--- src/hw/rtl/json_string_escaper_utf8_defines.svh ---
// Assertion macros shared by the escaper RTL.
`ifndef JSON_STRING_ESCAPER_UTF8_DEFINES_SVH
`define JSON_STRING_ESCAPER_UTF8_DEFINES_SVH

// Same-cycle implication, checked outside reset.
`define JSE_ASSERT_NOW(lbl, ante, cons, msg) \
    lbl: assert property (@(posedge i_clk) disable iff (!i_rst_n) (ante) |-> (cons)) \
        else $error(msg);

// Next-cycle implication, checked outside reset.
`define JSE_ASSERT_NEXT(lbl, ante, cons, msg) \
    lbl: assert property (@(posedge i_clk) disable iff (!i_rst_n) (ante) |=> (cons)) \
        else $error(msg);

`endif

--- src/hw/rtl/jse_pkg.sv ---
// Shared constants and types of the JSON string escaper.
`default_nettype none

package jse_pkg;

    localparam int MaxBuffer = 2048;
    localparam int SizeW     = 12;
    localparam int WcW       = $clog2(MaxBuffer);
    localparam int CmpW      = ((SizeW > WcW + 1) ? SizeW : WcW + 1) + 1;

    localparam int MaxRes    = 6;
    localparam int CntW      = $clog2(MaxRes + 1);
    localparam int IdxW      = $clog2(MaxRes);

    localparam int QDepth    = 2;
    localparam int QPtrW     = (QDepth > 1) ? $clog2(QDepth) : 1;
    localparam int QCntW     = $clog2(QDepth + 1);

    localparam int ContN     = 3;
    localparam int ContIdxW  = $clog2(ContN);

    localparam logic [7:0] ChQuote     = 8'h22;
    localparam logic [7:0] ChBackslash = 8'h5C;
    localparam logic [7:0] ChQmark     = 8'h3F;
    localparam logic [7:0] ChSpace     = 8'h20;
    localparam logic [7:0] ChDel       = 8'h7F;
    localparam logic [7:0] ChNul       = 8'h00;
    localparam int         Margin      = 5;

    // Register byte-address index (paddr[2])
    localparam logic RegOutSize = 1'b0;

    // Output bytes produced by one request, lowest slot first
    typedef struct packed {
        logic [MaxRes-1:0][7:0] bytes;
        logic [CntW-1:0]        cnt;
        logic                   term;
    } t_bundle;

endpackage

`default_nettype wire

--- src/hw/rtl/json_string_escaper_utf8.sv ---
// Top level of the JSON string escaper with UTF-8 validation.
// Takes one raw string byte per request and emits its JSON-escaped form, one byte per clock
// while m_axis_tready is high. The input side accepts a byte every cycle while the two-entry
// bundle queue has room, even while earlier bytes still drain; each input yields zero to six
// output bytes, and the output side drains one byte per cycle unless m_axis_tready is low. The
// output rate is set by the single-byte back end. New characters are dropped once the bytes
// written plus five reach out_size; a zero byte or tlast closes the string with a zero byte
// marked by m_axis_tlast. No clearing pass follows reset. out_size is at APB byte address 0.
`default_nettype none

module json_string_escaper_utf8
    import jse_pkg::*;
(
    input  wire logic        i_clk,
    input  wire logic        i_rst_n,
    input  wire logic        s_axis_tvalid,
    output logic             s_axis_tready,
    input  wire logic [7:0]  s_axis_tdata,   // [7:0] in_byte
    input  wire logic        s_axis_tlast,
    output logic             m_axis_tvalid,
    input  wire logic        m_axis_tready,
    output logic [7:0]       m_axis_tdata,   // [7:0] out_byte
    output logic             m_axis_tlast,
    input  wire logic        psel,
    input  wire logic        penable,
    input  wire logic        pwrite,
    input  wire logic [2:0]  paddr,
    input  wire logic [31:0] pwdata,
    output logic [31:0]      prdata,
    output logic             pready
);

    logic [SizeW-1:0] r_out_size;
    logic             push, pop, full, empty;
    t_bundle          push_bun, head_bun;

    assign pready = 1'b1;
    assign prdata = (paddr[2] == RegOutSize) ? {{(32 - SizeW){1'b0}}, r_out_size} : '0;

    always_ff @(posedge i_clk) begin
        if (!i_rst_n) begin
            r_out_size <= SizeW'(MaxBuffer);
        end else if (psel && penable && pwrite && pready && paddr[2] == RegOutSize) begin
            r_out_size <= pwdata[SizeW-1:0];
        end
    end

    jse_front u_front (
        .i_clk    (i_clk),
        .i_rst_n  (i_rst_n),
        .i_valid  (s_axis_tvalid),
        .o_ready  (s_axis_tready),
        .i_byte   (s_axis_tdata),
        .i_last   (s_axis_tlast),
        .i_size   (r_out_size),
        .i_full   (full),
        .o_push   (push),
        .o_bundle (push_bun)
    );

    jse_queue u_queue (
        .i_clk   (i_clk),
        .i_rst_n (i_rst_n),
        .i_push  (push),
        .i_data  (push_bun),
        .i_pop   (pop),
        .o_data  (head_bun),
        .o_full  (full),
        .o_empty (empty)
    );

    jse_back u_back (
        .i_clk    (i_clk),
        .i_rst_n  (i_rst_n),
        .i_bundle (head_bun),
        .i_empty  (empty),
        .o_pop    (pop),
        .o_valid  (m_axis_tvalid),
        .i_ready  (m_axis_tready),
        .o_byte   (m_axis_tdata),
        .o_last   (m_axis_tlast)
    );

endmodule

`default_nettype wire

--- src/hw/rtl/jse_front.sv ---
// Front end: classifies each input byte, tracks UTF-8 and truncation state, builds output bundles.
`default_nettype none
`include "json_string_escaper_utf8_defines.svh"

module jse_front
    import jse_pkg::*;
(
    input  wire logic             i_clk,
    input  wire logic             i_rst_n,
    input  wire logic             i_valid,
    output logic                  o_ready,
    input  wire logic [7:0]       i_byte,
    input  wire logic             i_last,
    input  wire logic [SizeW-1:0] i_size,
    input  wire logic             i_full,
    output logic                  o_push,
    output t_bundle               o_bundle
);

    typedef struct packed {
        t_bundle        bun;
        logic [WcW-1:0] wc;
        logic           stopped;
    } t_work;

    logic [WcW-1:0]      r_wc,      n_wc;
    logic                r_stopped, n_stopped;
    logic [7:0]          r_lead,    n_lead;
    logic [1:0]          r_need,    n_need;
    logic [1:0]          r_held,    n_held;
    logic [ContN-1:0][7:0] r_cont,  n_cont;

    logic [CmpW-1:0] size_eff;
    logic            accept;
    logic            do_fresh;
    t_work           w;

    function automatic t_bundle f_add(t_bundle bun, logic [7:0] v);
        t_bundle r;
        r = bun;
        if (r.cnt < CntW'(MaxRes)) begin
            r.bytes[IdxW'(r.cnt)] = v;
            r.cnt = r.cnt + CntW'(1);
        end
        return r;
    endfunction

    function automatic t_work f_emit(t_work wi, logic [7:0] v);
        t_work r;
        r = wi;
        r.bun = f_add(r.bun, v);
        r.wc  = r.wc + WcW'(1);
        return r;
    endfunction

    function automatic logic f_fits(t_work wi, logic [CmpW-1:0] sz);
        return !wi.stopped && ((CmpW'(wi.wc) + CmpW'(Margin)) < sz);
    endfunction

    // A collected continuation handled fresh is always a stray byte.
    function automatic t_work f_stray(t_work wi, logic [CmpW-1:0] sz);
        t_work r;
        r = wi;
        if (f_fits(r, sz)) begin
            r = f_emit(r, ChQmark);
        end else begin
            r.stopped = 1'b1;
        end
        return r;
    endfunction

    function automatic t_work f_break(t_work wi, logic [1:0] held, logic [CmpW-1:0] sz);
        t_work r;
        r = f_emit(wi, ChQmark);
        for (int k = 0; k < ContN; k++) begin
            if (2'(k) < held) begin
                r = f_stray(r, sz);
            end
        end
        return r;
    endfunction

    // Sizes 0 and 1 behave alike, so only the upper clamp matters.
    assign size_eff = (CmpW'(i_size) > CmpW'(MaxBuffer)) ? CmpW'(MaxBuffer) : CmpW'(i_size);

    assign o_ready = !i_full;
    assign accept  = i_valid && o_ready;

    always_comb begin
        w.bun     = '0;
        w.wc      = r_wc;
        w.stopped = r_stopped;
        n_lead    = r_lead;
        n_need    = r_need;
        n_held    = r_held;
        n_cont    = r_cont;
        do_fresh  = 1'b0;

        if (i_byte != ChNul) begin
            if (n_need != 2'd0 && i_byte[7:6] == 2'b10 && n_held < 2'd3) begin
                n_cont[ContIdxW'(n_held)] = i_byte;
                n_held = n_held + 2'd1;
                if (n_held >= n_need) begin
                    w = f_emit(w, n_lead);
                    for (int k = 0; k < ContN; k++) begin
                        if (2'(k) < n_held) begin
                            w = f_emit(w, n_cont[k]);
                        end
                    end
                    n_need = 2'd0;
                    n_held = 2'd0;
                end
            end else begin
                if (n_need != 2'd0) begin
                    w = f_break(w, n_held, size_eff);
                    n_need = 2'd0;
                    n_held = 2'd0;
                end
                do_fresh = 1'b1;
            end
        end

        if (do_fresh) begin
            if (!f_fits(w, size_eff)) begin
                w.stopped = 1'b1;
            end else if (i_byte == ChQuote || i_byte == ChBackslash) begin
                w = f_emit(w, ChBackslash);
                w = f_emit(w, i_byte);
            end else if (i_byte < ChSpace || i_byte == ChDel) begin
                w = f_emit(w, ChQmark);
            end else if (!i_byte[7]) begin
                w = f_emit(w, i_byte);
            end else if (i_byte[7:5] == 3'b110) begin
                n_lead = i_byte;
                n_need = 2'd1;
                n_held = 2'd0;
            end else if (i_byte[7:4] == 4'b1110) begin
                n_lead = i_byte;
                n_need = 2'd2;
                n_held = 2'd0;
            end else if (i_byte[7:3] == 5'b11110) begin
                n_lead = i_byte;
                n_need = 2'd3;
                n_held = 2'd0;
            end else begin
                w = f_emit(w, ChQmark);
            end
        end

        if (i_byte == ChNul || i_last) begin
            if (n_need != 2'd0) begin
                w = f_break(w, n_held, size_eff);
            end
            w.bun      = f_add(w.bun, ChNul);
            w.bun.term = 1'b1;
            w.wc       = '0;
            w.stopped  = 1'b0;
            n_lead     = 8'h00;
            n_need     = 2'd0;
            n_held     = 2'd0;
        end

        n_wc      = w.wc;
        n_stopped = w.stopped;
    end

    assign o_push   = accept && (w.bun.cnt != '0);
    assign o_bundle = w.bun;

    always_ff @(posedge i_clk) begin
        if (!i_rst_n) begin
            r_wc      <= '0;
            r_stopped <= 1'b0;
            r_lead    <= 8'h00;
            r_need    <= 2'd0;
            r_held    <= 2'd0;
        end else if (accept) begin
            r_wc      <= n_wc;
            r_stopped <= n_stopped;
            r_lead    <= n_lead;
            r_need    <= n_need;
            r_held    <= n_held;
        end
    end

    always_ff @(posedge i_clk) begin
        if (accept) begin
            r_cont <= n_cont;
        end
    end

    `JSE_ASSERT_NOW(a_held_below_need, r_need != 2'd0, r_held < r_need, "held exceeds needed")
    `JSE_ASSERT_NOW(a_idle_no_held, r_need == 2'd0, r_held == 2'd0, "held without lead")

endmodule

`default_nettype wire

--- src/hw/rtl/jse_queue.sv ---
// Bundle queue between the front and back ends.
`default_nettype none
`include "json_string_escaper_utf8_defines.svh"

module jse_queue
    import jse_pkg::*;
(
    input  wire logic    i_clk,
    input  wire logic    i_rst_n,
    input  wire logic    i_push,
    input  wire t_bundle i_data,
    input  wire logic    i_pop,
    output t_bundle      o_data,
    output logic         o_full,
    output logic         o_empty
);

    t_bundle              r_mem [QDepth];
    logic [QPtrW-1:0]     r_wr, r_rd;
    logic [QCntW-1:0]     r_count;
    logic                 push_ok, pop_ok;

    assign o_full  = (r_count == QCntW'(QDepth));
    assign o_empty = (r_count == '0);
    assign push_ok = i_push && !o_full;
    assign pop_ok  = i_pop && !o_empty;
    assign o_data  = r_mem[r_rd];

    always_ff @(posedge i_clk) begin
        if (push_ok) begin
            r_mem[r_wr] <= i_data;
        end
    end

    always_ff @(posedge i_clk) begin
        if (!i_rst_n) begin
            r_wr    <= '0;
            r_rd    <= '0;
            r_count <= '0;
        end else begin
            if (push_ok) begin
                r_wr <= (r_wr == QPtrW'(QDepth - 1)) ? '0 : r_wr + QPtrW'(1);
            end
            if (pop_ok) begin
                r_rd <= (r_rd == QPtrW'(QDepth - 1)) ? '0 : r_rd + QPtrW'(1);
            end
            case ({push_ok, pop_ok})
                2'b10:   r_count <= r_count + QCntW'(1);
                2'b01:   r_count <= r_count - QCntW'(1);
                default: r_count <= r_count;
            endcase
        end
    end

    `JSE_ASSERT_NOW(a_count_bound, 1'b1, r_count <= QCntW'(QDepth), "queue count overflow")
    `JSE_ASSERT_NOW(a_no_pop_empty, i_pop, !o_empty, "pop from empty queue")

endmodule

`default_nettype wire

--- src/hw/rtl/jse_back.sv ---
// Back end: streams the bytes of each queued bundle out one per cycle while i_ready is high.
`default_nettype none
`include "json_string_escaper_utf8_defines.svh"

module jse_back
    import jse_pkg::*;
(
    input  wire logic    i_clk,
    input  wire logic    i_rst_n,
    input  wire t_bundle i_bundle,
    input  wire logic    i_empty,
    output logic         o_pop,
    output logic         o_valid,
    input  wire logic    i_ready,
    output logic [7:0]   o_byte,
    output logic         o_last
);

    t_bundle         r_bun;
    logic [IdxW-1:0] r_idx;
    logic            r_busy;
    logic            final_byte;
    logic            xfer;

    assign final_byte = (CntW'(r_idx) + CntW'(1)) == r_bun.cnt;
    assign xfer       = r_busy && i_ready;
    // Reload in the same cycle the last byte leaves, so bundles run back to back.
    assign o_pop      = !i_empty && (!r_busy || (xfer && final_byte));

    assign o_valid = r_busy;
    assign o_byte  = r_bun.bytes[r_idx];
    assign o_last  = r_bun.term && final_byte;

    always_ff @(posedge i_clk) begin
        if (!i_rst_n) begin
            r_busy <= 1'b0;
            r_idx  <= '0;
        end else if (o_pop) begin
            r_busy <= 1'b1;
            r_idx  <= '0;
        end else if (xfer) begin
            if (final_byte) begin
                r_busy <= 1'b0;
            end
            r_idx <= r_idx + IdxW'(1);
        end
    end

    always_ff @(posedge i_clk) begin
        if (o_pop) begin
            r_bun <= i_bundle;
        end
    end

    `JSE_ASSERT_NOW(a_idx_in_range, r_busy, CntW'(r_idx) < r_bun.cnt, "index past bundle")

endmodule

`default_nettype wire
--- config.mk ---
export PLATFORM = sky130hd
export DESIGN_NAME = json_string_escaper_utf8
export DESIGN_NICKNAME = d
export VERILOG_FILES = /design/src/hw/rtl/jse_pkg.sv /design/src/hw/rtl/json_string_escaper_utf8.sv /design/src/hw/rtl/jse_front.sv /design/src/hw/rtl/jse_queue.sv /design/src/hw/rtl/jse_back.sv
export VERILOG_INCLUDE_DIRS = /design/src /design/src/hw/rtl
export SDC_FILE = /design/constraint.sdc
export NUM_CORES = 1
export LEC_CHECK = 0
export CORE_MARGIN = 4
export CORE_UTILIZATION = 35
export DETAILED_ROUTE_END_ITERATION = 8
export DONT_BUFFER_PORTS = 1
export MAX_ROUTING_LAYER = met4
export PLACE_DENSITY_LB_ADDON = 0.08
export SYNTH_ARGS = -nofsm -noshare
export SYNTH_HDL_FRONTEND = slang
export SYNTH_HIERARCHICAL = 1
export SYNTH_SLANG_ARGS = --single-unit
--- constraint.sdc ---
create_clock -name i_clk -period 60.3 [get_ports i_clk]
set_input_delay 6.03 -clock i_clk [delete_from_list [all_inputs] [get_ports i_clk]]
set_output_delay 6.03 -clock i_clk [all_outputs]
set_load 0.005 [all_outputs]
==> results of run 1 <==
[layer usage]
metal  up-vias  track usage  routed length, um  share of wire
li1       7498            -                  -              -
met2       406        0.340              29200           0.48
met1      7535        0.270              27800           0.45
met3        64       0.0232               2860          0.047
met4         0       0.0442               1290          0.021
met5         -            -                  0              0
[worst min-delay path by stage]
stage	cells past startpoint	to
floorplan	2	u_front/r_lead[6]
global placement	2	r_out_size[10]
detailed placement	2	r_out_size[8]
CTS	2	r_out_size[2]
global route	2	r_out_size[2]
finish	2	r_out_size[8]
[cell type report]
type,count,area share
diodes,1,0.000121
clock buffers,38,0.0373
clock inverters,14,0.00753
inverters,51,0.00929
multi-input cells,1683,0.587
flip-flops and latches,225,0.306
well taps,748,0.0454
repair buffers,19,0.00692
[cell families after synthesis]
group | count (synthesis) | synth area share
buffers and inverters | 209 | 0.0584
flip-flops | 225 | 0.324
XOR/XNOR | 173 | 0.0902
AND/OR/NAND/NOR | 742 | 0.196
adder cells (fa/ha/maj) | 112 | 0.0719
AO/OA/AOI/OAI | 506 | 0.180
other | 3 | 0.000579
multiplexers | 127 | 0.0783
[worst max-delay path: cells and delay by family (launching register included)]
| kind | cells | cell delay (ps) |
|---|---|---|
| AOI/OAI and AO/OA | 40 | 11880 |
| xor gates and xnor gates | 11 | 2640 |
| adders and majority gates | 10 | 2810 |
| buffers and inverters | 4 | 1000 |
| DFF | 1 | 570 |
| and+or+nand+nor | 43 | 12080 |
[flip-flops by register name, indices dropped and copies added (netlist names), named ones only]
signal             flops
u_back/r_bun          52
u_back/o_valid         1
u_queue/r_wr           1
u_front/r_cont        24
u_front/r_need         2
u_front/r_wc          11
u_back/r_idx           3
u_queue/r_rd           1
u_front/r_lead         8
u_queue/r_mem        104
r_out_size            12
u_front/r_held         2
u_queue/r_count        2
u_front/r_stopped      1
[power by group]
group / switching, uW / leakage, uW / internal, uW / total (uW)
sequential: 10.6 / 0.00209 / 212 / 223
clock: 68.4 / 0.000449 / 98.7 / 167
combinational: 92.9 / 0.00462 / 58.0 / 151
[Yosys cell counts, drive strengths merged, types with 7 or more instances]
cell	count	share of area
nor2	205	0.041
nand2	201	0.039
edfxtp	180	0.28
a21oi	135	0.036
xnor2	119	0.062
ha	111	0.071
o21ai	111	0.029
buf	105	0.038
mux2	84	0.049
nor3	61	0.021
clkbuf	53	0.010
nor2b	53	0.018
xor2	52	0.026
inv	50	0.0096
dfxtp	45	0.046
nand3	45	0.012
mux2i	34	0.018
o22ai	32	0.010
nand2b	26	0.0090
nand4	26	0.0084
a22oi	24	0.0093
or3	21	0.0073
a211oi	18	0.0085
and3	18	0.0058
a21o	17	0.0066
o211ai	17	0.0075
o21a	17	0.0066
and2	16	0.0051
nor4	15	0.0066
a31oi	14	0.0071
or2	14	0.0045
o31ai	13	0.0055
nor3b	11	0.0048
a211o	10	0.0045
a221oi	10	0.0045
a21boi	9	0.0037
mux4	9	0.012
o221ai	9	0.0044
a2111oi	7	0.0044
o2111ai	7	0.0035
o41ai	7	0.0039
[metrics by stage]
step	hold slack (ps)	cells
2_1_floorplan	440	2117
3_3_place_gp	453	2726
3_5_place_dp	459	2726
4_1_cts	470	2778
5_1_grt	481	2779
6_report	468	2779
==> impl_results.html, run 1 <==
<table>
<tr><th>Metric</th><th>Value</th></tr>
<tr><th colspan="2">Floorplan</th></tr>
<tr><td>Number of standard-cell rows in the floorplan</td><td>between 80 and 90</td></tr>
<tr><td>Total Die Area</td><td>~0.06 mm2</td></tr>
<tr><td>Initial core utilization</td><td>0.353</td></tr>
<tr><td>Vertical die dimension</td><td>between 200 and 250 um</td></tr>
<tr><td>Core box area</td><td>around 0.055 mm2</td></tr>
<tr><td>Boundary Pins</td><td>95</td></tr>
<tr><td>Chip Width</td><td>around 240 um</td></tr>
<tr><th colspan="2">Worst setup path</th></tr>
<tr><td>Endpoint type of the worst setup path</td><td>flip-flop</td></tr>
<tr><td>Last element of the critical path</td><td>u_queue/r_mem[0][38]</td></tr>
<tr><td>Critical Path RT</td><td>60490 ps</td></tr>
<tr><td>Worst R2R End</td><td>u_queue/r_mem[0][38]</td></tr>
<tr><td>Slowest cell delay on critical path</td><td>between 700 and 800 ps</td></tr>
<tr><td>Reg2Reg Depth</td><td>approximately 110</td></tr>
<tr><td>CP Class</td><td>flip-flop to flip-flop</td></tr>
<tr><td>Worst path slowest cell</td><td>sky130_fd_sc_hd__xor2_1</td></tr>
<tr><td>Crit path max fanout</td><td>52</td></tr>
<tr><td>Crit Reg-Reg Startpoint</td><td>u_front/r_wc[2]</td></tr>
<tr><td>Critical path startpoint category</td><td>flip-flop</td></tr>
<tr><td>Worst EP arrival</td><td>around 32000 ps</td></tr>
<tr><td>Register-to-register path setup slack</td><td>around 29000 ps</td></tr>
<tr><td>Most repeated library cell on the critical path</td><td>sky130_fd_sc_hd__ha_1</td></tr>
<tr><td>Origin of the worst setup path</td><td>u_front/r_wc[2]</td></tr>
<tr><th colspan="2">Cells and area</th></tr>
<tr><td>Leading cell type in the layout, fill and taps excluded</td><td>sky130_fd_sc_hd__nand2_1</td></tr>
<tr><td>Fin area</td><td>about 0.02 mm2</td></tr>
<tr><td>Sequential cell area</td><td>around 0.0063 mm2</td></tr>
<tr><td>Footprint of the multi-input gates</td><td>between 0.01 and 0.015 mm2</td></tr>
<tr><td>Area Overhead vs Synth</td><td>5.93%</td></tr>
<tr><td>Highest-count cells in the layout ignoring fill and taps</td><td>sky130_fd_sc_hd__nand2_1 (200), sky130_fd_sc_hd__nor2_1 (197), sky130_fd_sc_hd__edfxtp_1 (180)</td></tr>
<tr><td>Core Util, Final</td><td>0.374</td></tr>
<tr><td>Fraction of layout instances using a drive strength above 1</td><td>0.131</td></tr>
<tr><td>Filler instances</td><td>between 5k and 6k</td></tr>
<tr><td>Number of nets at the end of the flow</td><td>2170</td></tr>
<tr><th colspan="2">Synthesis</th></tr>
<tr><td>Async set-or-reset flop fraction in the synthesized netlist</td><td>0</td></tr>
<tr><td>Mapped Cells</td><td>2097</td></tr>
<tr><td>Number of warnings reported in the yosys synthesis log</td><td>6</td></tr>
<tr><td>Flip-flop cell with the highest count after synthesis</td><td>sky130_fd_sc_hd__edfxtp_1</td></tr>
<tr><td>Per-instance average area after synthesis</td><td>between 9 and 10 um2</td></tr>
<tr><td>Distinct cell type count after synthesis</td><td>between 100 and 150</td></tr>
<tr><td>Number of flops mapped to enable cells by yosys</td><td>180</td></tr>
<tr><td>Sequential area share after synthesis</td><td>0.324</td></tr>
<tr><td>Combined area of all synthesized cells</td><td>0.0195 mm2</td></tr>
<tr><td>Register bit count reported by yosys</td><td>roughly 230</td></tr>
<tr><th colspan="2">STA</th></tr>
<tr><td>Shortest period the worst path allows</td><td>around 32000 ps</td></tr>
<tr><td>Setup total negative slack</td><td>0 ps</td></tr>
<tr><td>Final hold viol count</td><td>0</td></tr>
<tr><td>Part of the cycle the worst path needs</td><td>0.523</td></tr>
<tr><td>Worst Setup Slack, final</td><td>~29000 ps</td></tr>
<tr><td>Final Max Tran Viols</td><td>0</td></tr>
<tr><td>Relative slew slack</td><td>0.332</td></tr>
<tr><td>Transition time at the pin with the least slew margin</td><td>between 900 and 1000 ps</td></tr>
<tr><td>RSZ-0062 raised after global routing</td><td>no</td></tr>
<tr><td>Endpoints failing setup</td><td>0</td></tr>
<tr><td>Fin Clk Skew</td><td>15.9 ps</td></tr>
<tr><td>Maximum clock frequency</td><td>approximately 32 MHz</td></tr>
<tr><th colspan="2">Status</th></tr>
<tr><td>Outcome</td><td>completed</td></tr>
<tr><th colspan="2">GRT</th></tr>
<tr><td>Pin count of the biggest net entering global routing</td><td>55</td></tr>
<tr><td>Antenna violations before repair</td><td>2</td></tr>
<tr><td>Global route overflow</td><td>0</td></tr>
<tr><td>Wire length of the first global-routing pass</td><td>roughly 93 mm</td></tr>
<tr><td>Total routing resource utilization after global routing</td><td>0.204</td></tr>
<tr><td>Number of global-route vias before repair</td><td>15.2k</td></tr>
<tr><th colspan="2">Placement</th></tr>
<tr><td>Weighted congestion reported at the end of routability-driven placement</td><td>about 0.88</td></tr>
<tr><td>Cell area after placement</td><td>0.0197 mm2</td></tr>
<tr><td>Worst setup timing slack at the placement stage</td><td>28960 ps</td></tr>
<tr><td>Count of input and output buffers</td><td>0</td></tr>
<tr><td>Sum of net half-perimeters after detailed placement</td><td>approximately 46 mm</td></tr>
<tr><th colspan="2">Route</th></tr>
<tr><td>Final wirelength</td><td>about 61 mm</td></tr>
<tr><td>Drt first-iter violations</td><td>about 1.0k</td></tr>
<tr><td>DRC viols</td><td>0</td></tr>
<tr><td>Drt pass-1 iters</td><td>5</td></tr>
<tr><td>Count of nets left with antenna violations after detail routing</td><td>0</td></tr>
<tr><td>Post-DR vias/cell</td><td>around 5.6</td></tr>
<tr><td>Via count</td><td>around 16k</td></tr>
<tr><td>Routed wire per std cell</td><td>between 20 and 25 um</td></tr>
<tr><th colspan="2">Clock network</th></tr>
<tr><td>CTS clock-pin slew for the worst setup and hold paths</td><td>approximately 70 ps</td></tr>
<tr><td>Number of buffers inserted by hold repair at cts</td><td>0</td></tr>
<tr><td>H-tree levels</td><td>1</td></tr>
<tr><td>Number of buffers added for setup after CTS</td><td>0</td></tr>
<tr><td>Clk root buf</td><td>sky130_fd_sc_hd__clkbuf_16</td></tr>
<tr><td>Max Root-Sink Buffers</td><td>3</td></tr>
<tr><td>Clock latency on the worst-skew pair</td><td>570 ps</td></tr>
<tr><td>Total CTS buffers</td><td>28</td></tr>
<tr><td>TritonCTS clock tree</td><td>yes</td></tr>
<tr><td>Number of resized instances in the post-cts repair step</td><td>0</td></tr>
<tr><td>CTS sink count</td><td>225</td></tr>
<tr><th colspan="2">Power</th></tr>
<tr><td>Worst supply voltage drop on vdd</td><td>~0.021 mV</td></tr>
<tr><td>Power density of the placed cells</td><td>around 26 mW/mm2</td></tr>
<tr><td>Final Power</td><td>about 540 uW</td></tr>
<tr><td>Static leakage</td><td>around 0.0072 uW</td></tr>
<tr><th colspan="2">Job</th></tr>
<tr><td>Count of max-cap constraint violations</td><td>0</td></tr>
<tr><th colspan="2">Hold path</th></tr>
<tr><td>Path class of the lowest-slack min-delay path</td><td>flip-flop to flip-flop</td></tr>
<tr><td>Origin of the worst min-delay path</td><td>r_out_size[8]</td></tr>
</table>
(Power assumes the default switching activity.)
==> inputs of run 2 (changes only) <==
--- a/config.mk
+++ b/config.mk
@@ -6,6 +6,7 @@
 export SDC_FILE = /design/constraint.sdc
 export NUM_CORES = 1
 export LEC_CHECK = 0
+export ABC_AREA = 1
 export CORE_MARGIN = 4
 export CORE_UTILIZATION = 35
 export DETAILED_ROUTE_END_ITERATION = 8
==> constraint.sdc (replaced) <==
create_clock -name i_clk -period 28.8 [get_ports i_clk]
set_input_delay 2.88 -clock i_clk [delete_from_list [all_inputs] [get_ports i_clk]]
set_output_delay 2.88 -clock i_clk [all_outputs]
set_load 0.005 [all_outputs]
==> impl_results.html, run 2 <==
<table>
<tr><th>Metric</th><th>Value</th></tr>
<tr><th colspan="2">GRT</th></tr>
<tr><td>Total routing resource utilization after global routing</td><td>0.202 (-0.00267)</td></tr>
<tr><td>Pin count of the biggest net entering global routing</td><td>55 (unchanged)</td></tr>
<tr><td>Number of global-route vias before repair</td><td>15.8k (+4.0%)</td></tr>
<tr><td>Global route overflow</td><td>0 (unchanged)</td></tr>
<tr><td>Wire length of the first global-routing pass</td><td>91.5 mm (-1.5%)</td></tr>
<tr><td>Antenna violations before repair</td><td>1 (-1)</td></tr>
<tr><th colspan="2">STA</th></tr>
<tr><td>Relative slew slack</td><td>0.124 (-0.208)</td></tr>
<tr><td>Final hold viol count</td><td>0 (unchanged)</td></tr>
<tr><td>Fin Clk Skew</td><td>17.8 ps (+1.95 ps)</td></tr>
<tr><td>Endpoints failing setup</td><td>0 (unchanged)</td></tr>
<tr><td>Final Max Tran Viols</td><td>0 (unchanged)</td></tr>
<tr><td>RSZ-0062 raised after global routing</td><td>no</td></tr>
<tr><td>Worst Setup Slack, final</td><td>3860 ps (-24900 ps)</td></tr>
<tr><td>Part of the cycle the worst path needs</td><td>0.866 (+0.343)</td></tr>
<tr><td>Transition time at the pin with the least slew margin</td><td>1310 ps (+311 ps)</td></tr>
<tr><td>Setup total negative slack</td><td>0 ps (unchanged)</td></tr>
<tr><td>Shortest period the worst path allows</td><td>24940 ps (-6600 ps)</td></tr>
<tr><td>Hold slack</td><td>462 ps (-5.57 ps)</td></tr>
<tr><td>Maximum clock frequency</td><td>40.1 MHz (+26%)</td></tr>
<tr><th colspan="2">Power</th></tr>
<tr><td>Switching pwr</td><td>458 uW (+170%)</td></tr>
<tr><td>Internal</td><td>814 uW (+120%)</td></tr>
<tr><td>Power share of the sequential group</td><td>0.377 (-0.035)</td></tr>
<tr><td>Comb pwr share</td><td>0.350 (+0.071)</td></tr>
<tr><td>Power density of the placed cells</td><td>62.8 mW/mm2 (+140%)</td></tr>
<tr><td>Worst supply voltage drop on vdd</td><td>0.0549 mV (+160%)</td></tr>
<tr><td>Clk network pwr share</td><td>0.273 (-0.036)</td></tr>
<tr><td>Static leakage</td><td>0.00839 uW (+17%)</td></tr>
<tr><td>Switching part of the total power</td><td>0.360 (+0.0423)</td></tr>
<tr><td>Final Power</td><td>1270 uW (+140%)</td></tr>
<tr><th colspan="2">Route</th></tr>
<tr><td>Post-DR vias/cell</td><td>5.13 (-8.0%)</td></tr>
<tr><td>Via count</td><td>16.3k (+5.0%)</td></tr>
<tr><td>Final wirelength</td><td>59.5 mm (-2.7%)</td></tr>
<tr><td>Routed wire per std cell</td><td>18.8 um (-15%)</td></tr>
<tr><td>Count of nets left with antenna violations after detail routing</td><td>0 (unchanged)</td></tr>
<tr><td>DRC viols</td><td>0 (unchanged)</td></tr>
<tr><td>Drt first-iter violations</td><td>951 (-6.7%)</td></tr>
<tr><td>Drt pass-1 iters</td><td>5 (unchanged)</td></tr>
<tr><th colspan="2">Synthesis</th></tr>
<tr><td>Distinct cell type count after synthesis</td><td>86 (-35%)</td></tr>
<tr><td>Register bit count reported by yosys</td><td>225 (unchanged)</td></tr>
<tr><td>Leading cell type by number of instances after synthesis</td><td>sky130_fd_sc_hd__nand2_1</td></tr>
<tr><td>Yosys top cell by area</td><td>sky130_fd_sc_hd__edfxtp_1</td></tr>
<tr><td>Dominant cells by area after synthesis</td><td>sky130_fd_sc_hd__edfxtp_1 (28%), sky130_fd_sc_hd__nand2_1 (9.9%), sky130_fd_sc_hd__ha_1 (7.2%)</td></tr>
<tr><td>Fraction of post-synthesis cell area in the top cell type by area</td><td>0.281 (+0.00304)</td></tr>
<tr><td>Number of warnings reported in the yosys synthesis log</td><td>6 (unchanged)</td></tr>
<tr><td>Flip-flop cell with the highest count after synthesis</td><td>sky130_fd_sc_hd__edfxtp_1</td></tr>
<tr><td>Mapped Cells</td><td>2527 (+21%)</td></tr>
<tr><td>Top cells by instance count after synthesis</td><td>sky130_fd_sc_hd__nand2_1 (510), sky130_fd_sc_hd__inv_1 (289), sky130_fd_sc_hd__nor2_1 (288)</td></tr>
<tr><td>Async set-or-reset flop fraction in the synthesized netlist</td><td>0 (unchanged)</td></tr>
<tr><td>Number of flops mapped to enable cells by yosys</td><td>180 (unchanged)</td></tr>
<tr><td>Per-instance average area after synthesis</td><td>7.61 um2 (-18%)</td></tr>
<tr><td>Sequential area share after synthesis</td><td>0.328 (+0.00354)</td></tr>
<tr><td>Combined area of all synthesized cells</td><td>0.0192 mm2 (-1.1%)</td></tr>
<tr><th colspan="2">Worst setup path</th></tr>
<tr><td>Crit path max fanout</td><td>52 (unchanged)</td></tr>
<tr><td>Worst EP arrival</td><td>25130 ps (-6600 ps)</td></tr>
<tr><td>Crit Reg-Reg Startpoint</td><td>u_front/r_wc[0]</td></tr>
<tr><td>Endpoint type of the worst setup path</td><td>flip-flop</td></tr>
<tr><td>Origin of the worst setup path</td><td>u_front/r_wc[0]</td></tr>
<tr><td>Critical Path RT</td><td>28990 ps (-31500 ps)</td></tr>
<tr><td>Most repeated library cell on the critical path</td><td>sky130_fd_sc_hd__nand2_1</td></tr>
<tr><td>Worst path slowest cell</td><td>sky130_fd_sc_hd__dfxtp_1</td></tr>
<tr><td>Slowest cell delay on critical path</td><td>700 ps (-80 ps)</td></tr>
<tr><td>CP Class</td><td>flip-flop to flip-flop</td></tr>
<tr><td>Critical path startpoint category</td><td>flip-flop</td></tr>
<tr><th colspan="2">Cells and area</th></tr>
<tr><td>Core Util, Final</td><td>0.374 (about the same)</td></tr>
<tr><td>Largest registers</td><td>u_queue/r_mem x104, u_back/r_bun x52, u_front/r_cont x24</td></tr>
<tr><td>Leading cell type in the layout, fill and taps excluded</td><td>sky130_fd_sc_hd__nand2_1</td></tr>
<tr><td>Highest-count cells in the layout ignoring fill and taps</td><td>sky130_fd_sc_hd__nand2_1 (510), sky130_fd_sc_hd__inv_1 (287), sky130_fd_sc_hd__nor2_1 (285)</td></tr>
<tr><td>Most flop-heavy register</td><td>u_queue/r_mem</td></tr>
<tr><td>Filler instances</td><td>5761 (+2.0%)</td></tr>
<tr><td>Flip-flop count of the largest register after layout</td><td>104 (unchanged)</td></tr>
<tr><td>Number of nets at the end of the flow</td><td>2613 (+20%)</td></tr>
<tr><td>Area Overhead vs Synth</td><td>5.30%</td></tr>
<tr><td>Fraction of layout instances using a drive strength above 1</td><td>0.110 (-0.0206)</td></tr>
<tr><th colspan="2">Clock network</th></tr>
<tr><td>Total CTS buffers</td><td>29 (+3.6%)</td></tr>
<tr><td>TritonCTS clock tree</td><td>yes</td></tr>
<tr><td>Clock latency on the worst-skew pair</td><td>570 ps (about the same)</td></tr>
<tr><td>Number of resized instances in the post-cts repair step</td><td>0 (unchanged)</td></tr>
<tr><td>Clk root buf</td><td>sky130_fd_sc_hd__clkbuf_16</td></tr>
<tr><td>CTS sink count</td><td>225 (unchanged)</td></tr>
<tr><td>H-tree levels</td><td>1 (unchanged)</td></tr>
<tr><td>CTS clock-pin slew for the worst setup and hold paths</td><td>60 ps (about the same)</td></tr>
<tr><td>Number of buffers inserted by hold repair at cts</td><td>0 (unchanged)</td></tr>
<tr><td>Number of buffers added for setup after CTS</td><td>0 (unchanged)</td></tr>
<tr><td>Max Root-Sink Buffers</td><td>3 (unchanged)</td></tr>
<tr><th colspan="2">Floorplan</th></tr>
<tr><td>Boundary Pins</td><td>95 (unchanged)</td></tr>
<tr><td>Initial core utilization</td><td>0.355 (+0.00238)</td></tr>
<tr><td>Vertical die dimension</td><td>242 um (-0.52%)</td></tr>
<tr><td>Number of standard-cell rows in the floorplan</td><td>85 (-1.2%)</td></tr>
<tr><td>Core box area</td><td>0.0541 mm2 (-1.7%)</td></tr>
<tr><td>Chip Width</td><td>242 um (-0.52%)</td></tr>
<tr><td>Total Die Area</td><td>0.0588 mm2 (-1.0%)</td></tr>
<tr><th colspan="2">Hold path</th></tr>
<tr><td>Origin of the worst min-delay path</td><td>u_front/r_lead[4]</td></tr>
<tr><td>Path class of the lowest-slack min-delay path</td><td>flip-flop to flip-flop</td></tr>
<tr><th colspan="2">Placement</th></tr>
<tr><td>Worst setup timing slack at the placement stage</td><td>3890 ps (-25070 ps)</td></tr>
<tr><td>Count of input and output buffers</td><td>0 (unchanged)</td></tr>
<tr><td>Weighted congestion reported at the end of routability-driven placement</td><td>0.912 (+4.0%)</td></tr>
<tr><td>Sum of net half-perimeters after detailed placement</td><td>45.6 mm (-1.5%)</td></tr>
<tr><th colspan="2">Job</th></tr>
<tr><td>Count of max-cap constraint violations</td><td>0 (unchanged)</td></tr>
<tr><th colspan="2">Status</th></tr>
<tr><td>Outcome</td><td>completed</td></tr>
</table>
[run 2: cell types whose count changed in the layout (fill, tap and decap cells not counted), sizes merged, moves of 33 or more]
cell and delta:
nor2 +108, inv +293, o21ai +68, nand3 +57, xnor2 -94, nor2b -53, mux2i -33, nand2 +337
[run 2: power groups by stage]
stage | clock [uW] | sequential (uW) | combinational, uW
floorplan | 0 | 477 | 366
global placement | 0 | 486 | 445
detailed placement | 0 | 488 | 452
CTS | 359 | 481 | 453
global route | 374 | 488 | 502
finish | 346 | 480 | 445
[run 2: cell type report]
class,count,area (um2),share of cell area
antenna,1,2.50,0.000124
clock buffer,31,733,0.0362
clock inverter,23,186,0.00920
inverter,352,1330,0.0656
multi-input combinational,1831,10700,0.530
sequential,225,6310,0.311
tap,696,871,0.0430
timing repair buffer,12,90.1,0.00445
[run 2: metrics by stage]
stage,instances,instance area [um2]
floorplan,2547,19300
global placement,3116,19300
detailed placement,3116,19300
CTS,3170,20300
global route,3171,20300
finish,3171,20300
[run 2: path summary, 6_finish.rpt]
| path | end | slack (ps) | depth (start not counted) |
|---|---|---|---|
| setup / recovery | u_queue/r_mem[0][44] | 3860 | 146 |
| hold / removal | u_front/r_lead[4] | 460 | 2 |
| setup reg to reg | u_queue/r_mem[0][44] | 3860 | 146 |
| hold reg to reg | u_front/r_lead[4] | 460 | 2 |
[run 2: critical path: cells and delay by family (launching register included)]
kind,cells,cell delay [ps]
compound gates,15,3230
buf+inv,30,3840
simple gates,84,12520
flops,1,700
xor+xnor,5,1010
fa+ha+maj,12,3140
[run 2: cells by family after synthesis]
kind of cell               share of synthesized area
other                                       0.000585
adders and majority gates                     0.0722
DFF                                            0.328
buffers and inverters                          0.119
muxes                                         0.0407
AOI/OAI and AO/OA                              0.149
and+or+nand+nor                                0.244
xor gates and xnor gates                      0.0471
[run 2: routing by layer]
metal / track usage / routed length (um) / vias up
met5: - / 0 / -
met4: 0.0473 / 1440 / 0
met3: 0.0245 / 2410 / 88
met2: 0.348 / 28900 / 305
met1: 0.254 / 26700 / 7657
li1: - / - / 8233
